--- config.mk ---
export PLATFORM = sky130hd
export DESIGN_NAME = memory_pattern_bist_sequencer_flat
export DESIGN_NICKNAME = d
export VERILOG_FILES = /design/src/rtl/mpb_pkg.sv /design/src/rtl/mpb_intf.sv /design/src/rtl/mpb_step.sv /design/src/rtl/memory_pattern_bist_sequencer.sv /design/src/flat_wrapper.sv
export SDC_FILE = /design/constraint.sdc
export NUM_CORES = 1
export LEC_CHECK = 0
export ABC_AREA = 1
export BUFFER_PORTS_ARGS = -buffer_cell sky130_fd_sc_hd__buf_2
export CAP_MARGIN = 20
export CORE_ASPECT_RATIO = 1.4
export CORE_MARGIN = 5
export CORE_UTILIZATION = 55
export CTS_CLUSTER_SIZE = 10
export DETAILED_ROUTE_END_ITERATION = 7
export PLACE_DENSITY = 0.78
export SLEW_MARGIN = 20
export SYNTH_ARGS = -nofsm -noshare
export SYNTH_HDL_FRONTEND = slang
export SYNTH_SLANG_ARGS = --single-unit
--- constraint.sdc ---
create_clock -name i_clk -period 4.45 [get_ports i_clk]
set_clock_uncertainty 0.2 [all_clocks]
set_input_delay 0.445 -clock i_clk [delete_from_list [all_inputs] [get_ports i_clk]]
set_output_delay 0.445 -clock i_clk [all_outputs]
set_load 0.02 [all_outputs]
--- src/rtl/mpb_pkg.sv ---
// ----------------------------------------------------------------------------
// mpb_pkg
// Shared types, codes, constants and helper functions of the memory pattern
// BIST sequencer.
// ----------------------------------------------------------------------------
package mpb_pkg;

    localparam longint unsigned C_MEM_BYTES = 64'd1048576;
    localparam int unsigned     C_ADDR_W    = 20;
    localparam int unsigned     C_DATA_W    = 64;
    localparam int unsigned     C_CFG_IDX_W = 4;
    localparam int unsigned     C_CFG_DAT_W = 8;
    localparam longint unsigned C_MAX_WORDS = 64'h100000;

    localparam logic [31:0] C_SEED     = 32'h7FFF_FFFF;
    localparam logic [31:0] C_TAP      = 32'h0000_00C5;
    localparam int unsigned C_DRAW_LEN = 33;
    localparam logic [3:0]  C_PAT_LAST = 4'hF;

    // result commands
    localparam logic [2:0] CMD_WRITE = 3'd0;
    localparam logic [2:0] CMD_READ  = 3'd1;
    localparam logic [2:0] CMD_PASS  = 3'd2;
    localparam logic [2:0] CMD_FAIL  = 3'd3;
    localparam logic [2:0] CMD_IDLE  = 3'd4;

    // test status
    localparam logic [1:0] ST_IDLE = 2'd0;
    localparam logic [1:0] ST_RUN  = 2'd1;
    localparam logic [1:0] ST_PASS = 2'd2;
    localparam logic [1:0] ST_FAIL = 2'd3;

    // phases
    localparam logic [1:0] PH_ADDR  = 2'd0;
    localparam logic [1:0] PH_SOLID = 2'd1;
    localparam logic [1:0] PH_RAND  = 2'd2;

    // width modes
    localparam logic [1:0] MODE_W8  = 2'd0;
    localparam logic [1:0] MODE_W16 = 2'd1;
    localparam logic [1:0] MODE_W32 = 2'd2;
    localparam logic [1:0] MODE_W64 = 2'd3;

    // configuration register indexes
    localparam logic [C_CFG_IDX_W-1:0] REG_WIDTH_MODE  = 4'd0;
    localparam logic [C_CFG_IDX_W-1:0] REG_READ_PASSES = 4'd1;

    localparam logic [1:0] C_MODE_RST   = MODE_W64;
    localparam logic [3:0] C_PASSES_RST = 4'd4;

    typedef logic [31:0][31:0] t_mat;
    typedef logic [3:0][20:0]  t_words;

    typedef struct packed {
        logic [1:0] word_width_mode;
        logic [3:0] read_passes;
    } t_cfg;

    typedef struct packed {
        logic [31:0]         lfsr;
        logic [1:0]          phase;
        logic [3:0]          pat_idx;
        logic [3:0]          pass_cnt;
        logic [C_ADDR_W-1:0] word_cnt;
        logic [C_DATA_W-1:0] expected;
        logic                pending;
        logic [1:0]          status;
    } t_state;

    typedef struct packed {
        logic [2:0]          command;
        logic [C_ADDR_W-1:0] word_address;
        logic [C_DATA_W-1:0] write_data;
        logic [1:0]          test_phase;
    } t_result;

    function automatic logic [31:0] f_lfsr_step(input logic [31:0] a);
        logic [31:0] r;
        r = {a[30:0], 1'b0};
        if (a[31]) begin
            r = r ^ C_TAP;
        end
        return r;
    endfunction

    // column j holds the image of bit j after n generator steps
    function automatic t_mat f_draw_mat(input int unsigned n);
        t_mat        m;
        logic [31:0] v;
        for (int j = 0; j < 32; j++) begin
            v = 32'd1 << j;
            for (int k = 0; k < n; k++) begin
                v = f_lfsr_step(v);
            end
            m[j] = v;
        end
        return m;
    endfunction

    function automatic logic [31:0] f_mat_mul(input t_mat m, input logic [31:0] a);
        logic [31:0] r;
        r = '0;
        for (int j = 0; j < 32; j++) begin
            if (a[j]) begin
                r = r ^ m[j];
            end
        end
        return r;
    endfunction

    function automatic logic [20:0] f_words(input int unsigned sh);
        longint unsigned w;
        w = C_MEM_BYTES >> sh;
        if (w > C_MAX_WORDS) begin
            w = C_MAX_WORDS;
        end
        if (w == 0) begin
            w = 1;
        end
        return w[20:0];
    endfunction

    function automatic logic [C_DATA_W-1:0] f_pattern(input logic [3:0] idx);
        logic [3:0] nib;
        case (idx)
            4'd0:    nib = 4'h0;
            4'd1:    nib = 4'hF;
            4'd2:    nib = 4'h5;
            4'd3:    nib = 4'hA;
            4'd4:    nib = 4'h1;
            4'd5:    nib = 4'h2;
            4'd6:    nib = 4'h4;
            4'd7:    nib = 4'h8;
            4'd8:    nib = 4'h3;
            4'd9:    nib = 4'h6;
            4'd10:   nib = 4'h9;
            4'd11:   nib = 4'hC;
            4'd12:   nib = 4'h7;
            4'd13:   nib = 4'hB;
            4'd14:   nib = 4'hD;
            default: nib = 4'hE;
        endcase
        return {16{nib}};
    endfunction

    function automatic logic [C_DATA_W-1:0] f_mask(input logic [1:0] mode);
        logic [C_DATA_W-1:0] m;
        case (mode)
            MODE_W8:  m = 64'h0000_0000_0000_00FF;
            MODE_W16: m = 64'h0000_0000_0000_FFFF;
            MODE_W32: m = 64'h0000_0000_FFFF_FFFF;
            default:  m = 64'hFFFF_FFFF_FFFF_FFFF;
        endcase
        return m;
    endfunction

endpackage

--- src/rtl/mpb_intf.sv ---
// ----------------------------------------------------------------------------
// mpb interfaces
// Valid/ready channels of the sequencer: step input, command output and
// configuration write.
// ----------------------------------------------------------------------------
interface mpb_in_if;
    logic                          valid;
    logic                          ready;
    logic                          func;
    logic [mpb_pkg::C_DATA_W-1:0]  read_data;

    modport source (output valid, output func, output read_data, input ready);
    modport sink   (input valid, input func, input read_data, output ready);
endinterface

interface mpb_out_if;
    logic                          valid;
    logic                          ready;
    logic [2:0]                    command;
    logic [mpb_pkg::C_ADDR_W-1:0]  word_address;
    logic [mpb_pkg::C_DATA_W-1:0]  write_data;
    logic [1:0]                    test_phase;

    modport source (output valid, output command, output word_address,
                    output write_data, output test_phase, input ready);
    modport sink   (input valid, input command, input word_address,
                    input write_data, input test_phase, output ready);
endinterface

interface mpb_cfg_if;
    logic                            valid;
    logic                            ready;
    logic [mpb_pkg::C_CFG_IDX_W-1:0] index;
    logic [mpb_pkg::C_CFG_DAT_W-1:0] data;

    modport source (output valid, output index, output data, input ready);
    modport sink   (input valid, input index, input data, output ready);
endinterface

--- src/rtl/mpb_step.sv ---
// ----------------------------------------------------------------------------
// mpb_step
// Next-state and command logic for one step: read check, pattern or
// generator data, and sweep / pass / phase advance.
// ----------------------------------------------------------------------------
module mpb_step (
    input  mpb_pkg::t_state               i_state,
    input  mpb_pkg::t_cfg                 i_cfg,
    input  logic                          i_func,
    input  logic [mpb_pkg::C_DATA_W-1:0]  i_read_data,
    output mpb_pkg::t_state               o_state,
    output mpb_pkg::t_result              o_result
);
    import mpb_pkg::*;

    localparam t_mat   C_M1    = f_draw_mat(C_DRAW_LEN);
    localparam t_mat   C_M2    = f_draw_mat(2 * C_DRAW_LEN);
    localparam t_words C_WORDS = {f_words(3), f_words(2), f_words(1), f_words(0)};

    t_state              s;
    t_state              n;
    t_result             res;
    logic [C_DATA_W-1:0] mask;
    logic [C_DATA_W-1:0] data;
    logic [31:0]         draw_hi;
    logic [31:0]         draw_lo;
    logic [20:0]         wc_inc;
    logic [4:0]          pc_inc;

    always_comb begin
        mask    = f_mask(i_cfg.word_width_mode);
        s       = i_state;
        if (!i_func) begin
            s.lfsr     = C_SEED;
            s.phase    = PH_ADDR;
            s.pat_idx  = '0;
            s.pass_cnt = '0;
            s.word_cnt = '0;
            s.expected = '0;
            s.pending  = 1'b0;
            s.status   = ST_RUN;
        end else if (i_state.pending) begin
            s.pending = 1'b0;
            if ((i_read_data & mask) != (i_state.expected & mask)) begin
                s.status = ST_FAIL;
            end
        end

        draw_hi = f_mat_mul(C_M1, s.lfsr);
        draw_lo = f_mat_mul(C_M2, s.lfsr);
        wc_inc  = {1'b0, s.word_cnt} + 21'd1;
        pc_inc  = {1'b0, s.pass_cnt} + 5'd1;
        data    = '0;
        n       = s;
        res     = '{command: CMD_IDLE, word_address: '0, write_data: '0,
                    test_phase: s.phase};

        case (s.status)
            ST_RUN: begin
                case (s.phase)
                    PH_ADDR:  data = f_pattern(s.word_cnt[3:0]);
                    PH_SOLID: data = f_pattern(s.pat_idx);
                    default: begin
                        if (i_cfg.word_width_mode == MODE_W64) begin
                            data   = {draw_hi, draw_lo};
                            n.lfsr = draw_lo;
                        end else begin
                            data   = {32'd0, draw_hi};
                            n.lfsr = draw_hi;
                        end
                    end
                endcase
                data = data & mask;
                if (s.pass_cnt == '0) begin
                    res.command = CMD_WRITE;
                    n.pending   = 1'b0;
                end else begin
                    res.command = CMD_READ;
                    n.expected  = data;
                    n.pending   = 1'b1;
                end
                res.word_address = s.word_cnt;
                res.write_data   = data;

                if (wc_inc < C_WORDS[i_cfg.word_width_mode]) begin
                    n.word_cnt = wc_inc[C_ADDR_W-1:0];
                end else begin
                    n.word_cnt = '0;
                    n.lfsr     = C_SEED;
                    if (pc_inc <= {1'b0, i_cfg.read_passes}) begin
                        n.pass_cnt = pc_inc[3:0];
                    end else begin
                        n.pass_cnt = '0;
                        case (s.phase)
                            PH_ADDR: begin
                                n.phase   = PH_SOLID;
                                n.pat_idx = '0;
                            end
                            PH_SOLID: begin
                                if (s.pat_idx != C_PAT_LAST) begin
                                    n.pat_idx = s.pat_idx + 4'd1;
                                end else begin
                                    n.phase = PH_RAND;
                                end
                            end
                            default: n.status = ST_PASS;
                        endcase
                    end
                end
            end
            ST_PASS: res.command = CMD_PASS;
            ST_FAIL: res.command = CMD_FAIL;
            default: res.command = CMD_IDLE;
        endcase

        o_state  = n;
        o_result = res;
    end

endmodule

--- src/rtl/memory_pattern_bist_sequencer.sv ---
// flow: a step is accepted into the input register, its command is computed from
//   that register, and the command is loaded into the output register once that
//   register is empty or being taken
// throughput: one step per cycle while the output is not stalled, set by the combinational step logic
// reset: synchronous; test state and configuration return to their reset values
//   and valid flags clear at once
// ----------------------------------------------------------------------------
// memory_pattern_bist_sequencer
// Memory self-test sequencer issuing one write, read, pass, fail or idle command
// per step over address, solid and pseudo-random pattern phases.
// ----------------------------------------------------------------------------
module memory_pattern_bist_sequencer (
    input  logic       i_clk,
    input  logic       i_rst_n,
    mpb_in_if.sink     i_in,
    mpb_out_if.source  o_out,
    mpb_cfg_if.sink    i_cfg
);
    import mpb_pkg::*;

    logic                r_in_v;
    logic                r_in_func;
    logic [C_DATA_W-1:0] r_in_data;
    logic                r_out_v;
    t_result             r_res;
    t_state              r_st;
    t_cfg                r_cfg;

    t_state              n_st;
    t_result             n_res;
    logic                s1_fire;

    mpb_step u_step (
        .i_state     (r_st),
        .i_cfg       (r_cfg),
        .i_func      (r_in_func),
        .i_read_data (r_in_data),
        .o_state     (n_st),
        .o_result    (n_res)
    );

    always_comb begin
        s1_fire            = r_in_v && (!r_out_v || o_out.ready);
        i_in.ready         = !r_in_v || s1_fire;
        i_cfg.ready        = 1'b1;
        o_out.valid        = r_out_v;
        o_out.command      = r_res.command;
        o_out.word_address = r_res.word_address;
        o_out.write_data   = r_res.write_data;
        o_out.test_phase   = r_res.test_phase;
    end

    always_ff @(posedge i_clk) begin
        if (!i_rst_n) begin
            r_in_v  <= 1'b0;
            r_out_v <= 1'b0;
            r_cfg   <= '{word_width_mode: C_MODE_RST, read_passes: C_PASSES_RST};
            r_st    <= '{lfsr: C_SEED, phase: PH_ADDR, pat_idx: '0, pass_cnt: '0,
                         word_cnt: '0, expected: '0, pending: 1'b0, status: ST_IDLE};
        end else begin
            if (i_in.valid && i_in.ready) begin
                r_in_v <= 1'b1;
            end else if (s1_fire) begin
                r_in_v <= 1'b0;
            end
            if (s1_fire) begin
                r_out_v <= 1'b1;
                r_st    <= n_st;
            end else if (o_out.ready) begin
                r_out_v <= 1'b0;
            end
            if (i_cfg.valid && i_cfg.ready) begin
                case (i_cfg.index)
                    REG_WIDTH_MODE:  r_cfg.word_width_mode <= i_cfg.data[1:0];
                    REG_READ_PASSES: r_cfg.read_passes     <= i_cfg.data[3:0];
                    default: ;
                endcase
            end
        end
    end

    always_ff @(posedge i_clk) begin
        if (i_in.valid && i_in.ready) begin
            r_in_func <= i_in.func;
            r_in_data <= i_in.read_data;
        end
        if (s1_fire) begin
            r_res <= n_res;
        end
    end

`ifndef SYNTH
    a_fail_sticky: assert property (@(posedge i_clk) disable iff (!i_rst_n)
        (r_st.status == ST_FAIL && !(s1_fire && !r_in_func))
        |=> r_st.status == ST_FAIL)
        else $error("failed status left without a start");

    a_read_pending: assert property (@(posedge i_clk) disable iff (!i_rst_n)
        (s1_fire && n_res.command == CMD_READ) |=> r_st.pending)
        else $error("read issued without pending check");

    a_lfsr_nonzero: assert property (@(posedge i_clk) disable iff (!i_rst_n)
        r_st.lfsr != '0)
        else $error("generator reached zero");

    a_in_capture: assert property (@(posedge i_clk) disable iff (!i_rst_n)
        (i_in.valid && i_in.ready) |=> r_in_v)
        else $error("accepted step not captured");

    a_out_follows: assert property (@(posedge i_clk) disable iff (!i_rst_n)
        s1_fire |=> r_out_v)
        else $error("computed step produced no result");
`endif

endmodule

--- src/flat_wrapper.sv ---
// flat-port wrapper written by rule: the top's interface ports become plain ports
module memory_pattern_bist_sequencer_flat import mpb_pkg::*;
  (i_clk, i_rst_n, i_in_valid, i_in_func, i_in_read_data, i_in_ready, o_out_valid, o_out_command, o_out_word_address, o_out_write_data, o_out_test_phase, o_out_ready, i_cfg_valid, i_cfg_index, i_cfg_data, i_cfg_ready);
  mpb_in_if i_in_i ();
  mpb_out_if o_out_i ();
  mpb_cfg_if i_cfg_i ();
  input  logic i_clk;
  input  logic i_rst_n;
  input wire logic [$bits(i_in_i.valid)-1:0] i_in_valid;
  input wire logic [$bits(i_in_i.func)-1:0] i_in_func;
  input wire logic [$bits(i_in_i.read_data)-1:0] i_in_read_data;
  output wire logic [$bits(i_in_i.ready)-1:0] i_in_ready;
  output wire logic [$bits(o_out_i.valid)-1:0] o_out_valid;
  output wire logic [$bits(o_out_i.command)-1:0] o_out_command;
  output wire logic [$bits(o_out_i.word_address)-1:0] o_out_word_address;
  output wire logic [$bits(o_out_i.write_data)-1:0] o_out_write_data;
  output wire logic [$bits(o_out_i.test_phase)-1:0] o_out_test_phase;
  input wire logic [$bits(o_out_i.ready)-1:0] o_out_ready;
  input wire logic [$bits(i_cfg_i.valid)-1:0] i_cfg_valid;
  input wire logic [$bits(i_cfg_i.index)-1:0] i_cfg_index;
  input wire logic [$bits(i_cfg_i.data)-1:0] i_cfg_data;
  output wire logic [$bits(i_cfg_i.ready)-1:0] i_cfg_ready;
  assign i_in_i.valid = i_in_valid;
  assign i_in_i.func = i_in_func;
  assign i_in_i.read_data = i_in_read_data;
  assign i_in_ready = i_in_i.ready;
  assign o_out_valid = o_out_i.valid;
  assign o_out_command = o_out_i.command;
  assign o_out_word_address = o_out_i.word_address;
  assign o_out_write_data = o_out_i.write_data;
  assign o_out_test_phase = o_out_i.test_phase;
  assign o_out_i.ready = o_out_ready;
  assign i_cfg_i.valid = i_cfg_valid;
  assign i_cfg_i.index = i_cfg_index;
  assign i_cfg_i.data = i_cfg_data;
  assign i_cfg_ready = i_cfg_i.ready;
  memory_pattern_bist_sequencer u_core (.i_clk(i_clk), .i_rst_n(i_rst_n), .i_in(i_in_i), .o_out(o_out_i), .i_cfg(i_cfg_i));
endmodule
# Yosys cells after proc, flatten, opt, wreduce, memory -nomap -nowiden
# Memory sizes are Yosys's and may differ from the RTL's.
# Index checks and enable logic that the tools add are counted.
[op_classes]
n_eq_ne = 10
mux = 95
n_lt_le_gt_ge = 3
bitwise_logic = 65
n_reduce_logical = 15
addsub = 3
[op_table]
columns = ["operator", "count"]
rows = [
  ["$mux W32", 10],
  ["$mux W31", 7],
  ["$and A64 B64 Y64", 3],
  ["$mux W64", 3],
  ["$pmux W64 S3", 1],
  ["$not A4 Y4", 39],
  ["$mux W30", 5],
  ["$mux W29", 5],
  ["$mux W129", 1],
  ["$pmux W64 S2", 1],
  ["$mux W126", 1],
  ["$not A8 Y8", 12],
  ["$mux W28", 3],
  ["$mux W27", 3],
  ["$mux W26", 3],
  ["$mux W25", 3],
  ["$mux W23", 3],
  ["$mux W22", 3],
  ["$ne A64 B64 Y1", 1],
  ["$mux W21", 3],
  ["$mux W20", 3],
  ["$mux W24", 2],
  ["$not A11 Y11", 4],
  ["$bmux W21 S2", 1],
  ["other kinds (38)", 71],
]
[word_totals]
out_inout_bits = 92
in_bits = 82
ff_bits = 291
word_cells = 211
n_memories = 2
romBits = 128
[memory_table]
columns = ["memory", "depth", "word_bits", "read_ports", "rd_clocked_by_memory_dff", "wr", "line", "rtl"]
rows = [
  ["(no name shown)", 16, 4, 1, 0, 0, "mpb_pkg.sv:125", "case (idx)"],
  ["(no name shown)", 16, 4, 1, 0, 0, "mpb_pkg.sv:125", ""],
]

# Logic depth before layout (Yosys ltp)
[logic_depth]
depth_word = 70
depth_mapped = 25
ltp_nobuf = 20

# By module
# From an unflattened synthesis, not the netlist that was laid out.
[unflattened]
cells_unflattened = 2998
hier_area_um2 = 19824.0
[by_module_without_submodules]
columns = ["module", "area_per_inst_um2", "cells_per_inst", "seq_area_each_um2", "instances"]
rows = [
  ["mpb_step", 10383.7, 2225, 0.0, 1],
  ["memory_pattern_bist_sequencer", 9440.3, 773, 7367.1, 1],
]

# Least setup slack after synthesis
# OpenSTA, ideal clock, no wires.
[synth_timing]
path_type = "input port to flip-flop"
startpoint = "input port o_out_ready"
endpoint = "register u_core.r_res (netlist bit u_core.o_out.command[0]), enable pin"
required_ns = 3.762
slack_ns = 0.125
n_path_buf = 2
stages = 6
arrival_time_ns = 3.637
setup_time_ns = 0.488
cell_sequence = "inv_1 nand2_1 nand2_1 inv_1 clkbuf_1 clkbuf_1"
[synth_between]
elab_chain_len = 2
[synth_rtl]
columns = ["element", "line", "rtl"]
rows = [
  ["start, declared", "flat_wrapper.sv:18", "input wire logic [$bits(o_out_i.ready)-1:0] o_out_ready;"],
  ["$logic_or A1 B1 Y1", "memory_pattern_bist_sequencer.sv:43", "s1_fire = r_in_v && (!r_out_v || o_out.ready);"],
  ["$logic_and A1 B1 Y1", "memory_pattern_bist_sequencer.sv:43", ""],
  ["via u_core.s1_fire", "memory_pattern_bist_sequencer.sv:31", "logic s1_fire;"],
  ["end signal, assigned", "memory_pattern_bist_sequencer.sv:88", "r_res <= n_res;"],
  ["end, declared", "memory_pattern_bist_sequencer.sv:25", "t_result r_res;"],
]
# The timed path passes the listed nets, and every way through them passes these cells.
# A chain may end at the register's enable or synchronous reset.

# Final worst setup path
[layout_timing]
startpoint = "register u_core.r_in_func"
endpoint = "register u_core.r_st[92] (netlist bit)"
[layout_between]
elab_chain_len = 7
word_cells_on_any_way = 16
cone_classes = "add/sub: 3; order compare: 2; eq/ne: 3; mux: 7; reduce/logical: 1"
[layout_rtl]
columns = ["element", "line", "rtl"]
rows = [
  ["start, declared", "memory_pattern_bist_sequencer.sv:22", "logic r_in_func;"],
  ["start signal, assigned", "memory_pattern_bist_sequencer.sv:84", "r_in_func <= i_in.func;"],
  ["parallel branches: the longest is 6 deep, another holds $add A20 B1 Y21", "--", ""],
  ["$mux W129 *", "mpb_step.sv:58", "case (s.status)"],
  ["end signal, assigned", "memory_pattern_bist_sequencer.sv:58", "r_st <= '{lfsr: C_SEED, phase: PH_ADDR, pat_idx: '0, pass_cnt: '0,"],
  ["end signal, assigned", "memory_pattern_bist_sequencer.sv:68", "r_st <= n_st;"],
  ["end, declared", "memory_pattern_bist_sequencer.sv:26", "t_state r_st;"],
]
# Mark *: on every way between the ends.

==> impl_metrics.csv <==
group,metric,value,unit
status,status,"finished clean",
clock_network,cts_resized,0,
finish,layout-drive-gt1-share,14.9,%
synth,synth_edf_count,154,
synth,synth-seq-cells,291,
hold_path,hp-class,"in -> reg",
clock_network,clkTransAtPathRegs,60,ps
pwr,p_leak,10.7,nW
timing,hold_viol_final,0,
detailed_routing,via_per_inst,5.72,
pwr,p_seq_share,40.7,%
clock_network,cts_buffer_depth,3,
die,die_area,0.0390,mm2
synth,synth_fa_ha_area_share,1.49,%
synth,syn_nets,2909,
finish,final_area,0.0231,mm2
setup_path,arrival,4400,ps
timing,tns,0,ps
timing,finalSetupViolCount,0,
setup_path,startpoint_type,"flop",
synth,synthXorXnorAreaFrac,4.95,%
detailed_routing,wire_per_inst,19.9,um
timing,slew_headroom,43.3,%
pwr,clkPwrFrac,36.4,%
timing,holdWs,12.7,ps
setup_path,critPathCaptureType,"flop",
synth,yosys_warnings,0,
die,initial_utilization,55.4,%
synth,synth_cells,2804,
global_route,grt_overflow,0,
synth,synthMuxAreaShare,0,%
synth,ys_seq_area_share,38.2,%
clock_network,clock-root-buffer,"clkbuf_16",
setup_path,critical_path_class,"reg -> reg",
global_route,grt_pass1_wl,109,mm
placement,hpwlAfterDp,50.5,mm
pwr,p_int,5.19,mW
pwr,switching_power,2.50,mW
detailed_routing,vias,20517,
pwr,swShare,32.5,%
timing,min_period,4150,ps
global_route,grt_use_total,35.5,%
global_route,antenna_found_initial,2,
timing,rsz0062_at_grt,"false",
synth,synth_area,0.0193,mm2
global_route,grt_max_degree,97,
timing,period_share,93.4,%
die,ios,174,
setup_path,crit_fanout,35,
timing,fin_ws,295,ps
clock_network,postCtsSetupRepairBufs,0,
finish,areaGrowthSynthToFinish,19.9,%
die,die_x,168,um
placement,place_ws,449,ps
die,core,0.0349,mm2
timing,fmax,241,MHz
pwr,p_comb_share,22.9,%
clock_network,cts_buffers,36,
synth,synthArstFlopShare,0,%
clock_network,clock-sinks,291,
placement,portBuffers,168,
global_route,first_global_vias,19266,
synth,synth_top_family_by_area,"simple AND/OR/NAND/NOR gates",
die,num_rows,81,
clock_network,cts_tree,"yes",
clock_network,insertion_delay,560,ps
finish,fillers,3012,
timing,worst_pin_slew,850,ps
timing,maxSlewViolCount,0,
detailed_routing,drtPass1Iterations,7,
placement,placed_cell_area,0.0214,mm2
finish,multi_input_area,0.0101,mm2
synth,ys_types,49,
finish,nNetsFinal,3211,
synth,syn_avg_cell_area,6.88,um2
placement,gp_congestion,1.02,
detailed_routing,routed_wirelength,71.6,mm
finish,diodes,0,
synth,synth_simple_gate_area_share,34.0,%
finish,seq_area,0.00737,mm2
setup_path,crit_required,4690,ps
pwr,irDropWorstVdd,0.000410,V
clock_network,cts_hold_repair.buffers,68,
job,timing.max_cap.violations,0,
synth,synth_compound_area_share,11.9,%
detailed_routing,drc,0,
detailed_routing,drt_iter0_markers,2389,
clock_network,htreeDepth,2,
die,dieHeight,232,um
detailed_routing,ant_nets,0,
synth,synthFlopType,"edfxtp_1",
pwr,power_density,332,mW/mm2
finish,fin_util,66.3,%
sequential cells by signal, indices dropped and copies added (netlist names):
register                   count
u_core.o_out.command           3
u_core.o_out.test_phase        2
u_core.o_out.valid             1
u_core.o_out.word_address     20
u_core.o_out.write_data       64
u_core.r_cfg                   6
u_core.r_in_data              64
u_core.r_in_func               1
u_core.r_in_v                  1
u_core.r_st                  129
synthesized netlist by cell type, types with 13 or more instances:
| library cell | instances | area (um2) |
|---|---|---|
| xor2_1 | 57 | 499 |
| dfxtp_1 | 137 | 2740 |
| nand2_1 | 860 | 3230 |
| nor2_1 | 245 | 920 |
| nand3_1 | 303 | 1520 |
| inv_1 | 267 | 1000 |
| clkbuf_1 | 66 | 248 |
| buf_6 | 13 | 146 |
| ha_1 | 23 | 288 |
| buf_4 | 14 | 105 |
| nand3b_1 | 24 | 180 |
| nand2_2 | 20 | 125 |
| nand4_1 | 14 | 87.6 |
| a21oi_1 | 170 | 851 |
| inv_2 | 16 | 60.1 |
| buf_2 | 28 | 140 |
| o21ai_1 | 46 | 230 |
| o211ai_1 | 17 | 128 |
| xnor2_1 | 52 | 455 |
| nor3_1 | 19 | 95.1 |
| o21ai_0 | 148 | 741 |
| edfxtp_1 | 154 | 4620 |
final timing paths:
| check | startpoint | to | slack, ps | cells after the start |
|---|---|---|---|---|
| worst min register to register | u_core.r_cfg[1]$_SDFFE_PN0P_ | u_core.r_cfg[1]$_SDFFE_PN0P_ | 260 | 2 |
| worst max-delay path | u_core.r_in_func$_DFFE_PP_ | u_core.r_st[92]$_SDFFE_PN0P_ | 300 | 19 |
| worst min-delay path | i_cfg_data[3] | u_core.r_cfg[3]$_SDFFE_PN0P_ | 10 | 3 |
| worst max register to register | u_core.r_in_func$_DFFE_PP_ | u_core.r_st[92]$_SDFFE_PN0P_ | 300 | 19 |
routing by layer:
layer / track usage [%] / up-vias / share of wire [%]
li1: - / 9686 / -
met1: 43.6 / 9407 / 37
met2: 60.8 / 1171 / 48
met3: 5.27 / 249 / 8.5
met4: 17.9 / 4 / 6.2
met5: 0 / - / 0.029
cell families (layout without fill, tap and decap cells):
family,Yosys count,after routing
simple gates,1534,1534
buf+inv,424,753
compound gates,422,422
flops,291,291
xor+xnor,109,109
fa+ha+maj,23,23
other cells,1,1
power groups by stage:
stage | sequential [mW] | combinational (mW) | clock, mW
after global placement | 3.17 | 1.64 | 0
after floorplan | 3.19 | 1.02 | 0
after detailed placement | 3.18 | 1.66 | 0
after CTS | 3.12 | 1.72 | 2.80
after global routing | 3.14 | 1.90 | 2.94
final | 3.13 | 1.76 | 2.80
worst max-delay path: stages (launching register included):
cell,delay [ps]
edfxtp_1,890
buf_12,350
nand2_1,150
nor3_1,280
nor2_1,80
a21oi_1,210
inv_1,80
ha_1,300
nand2_1,70
o21ai_0,160
o21ai_0,140
nand2_1,300
inv_1,180
o21ai_0,230
nand2_1,80
nand2_1,60
nand2_1,50
nand2_1,60
nand2_1,40
a21oi_1,130
through the flow:
step / instances / power [mW]
detailed placement: 3456 / 4.84
floorplan: 2804 / 4.21
finish: 3589 / 7.69
global route: 3589 / 7.98
CTS: 3589 / 7.65
global placement: 3456 / 4.81
layout by cell type (no fill, tap or decap), types with 20 or more instances in the layout:
cell           count
a21oi_1          170
buf_2            168
buf_4            155
clkbuf_1          20
clkbuf_16         36
dfxtp_1          137
dlygate4sd3_1     68
edfxtp_1         154
ha_1              23
inv_1            263
nand2_1          859
nand3_1          302
nand3b_1          24
nor2_1           245
o21ai_0          148
o21ai_1           46
xnor2_1           52
xor2_1            57
layout make-up:
class / count / share of cell area (%)
Multi-Input combinational cell: 2089 / 43.8
Clock buffer: 57 / 4.28
Timing Repair Buffer: 401 / 12.5
Inverter: 287 / 4.71
Tap cell: 456 / 2.47
Sequential cell: 291 / 31.9
Clock inverter: 8 / 0.422
No activity file was read; power rests on OpenSTA's default activity.
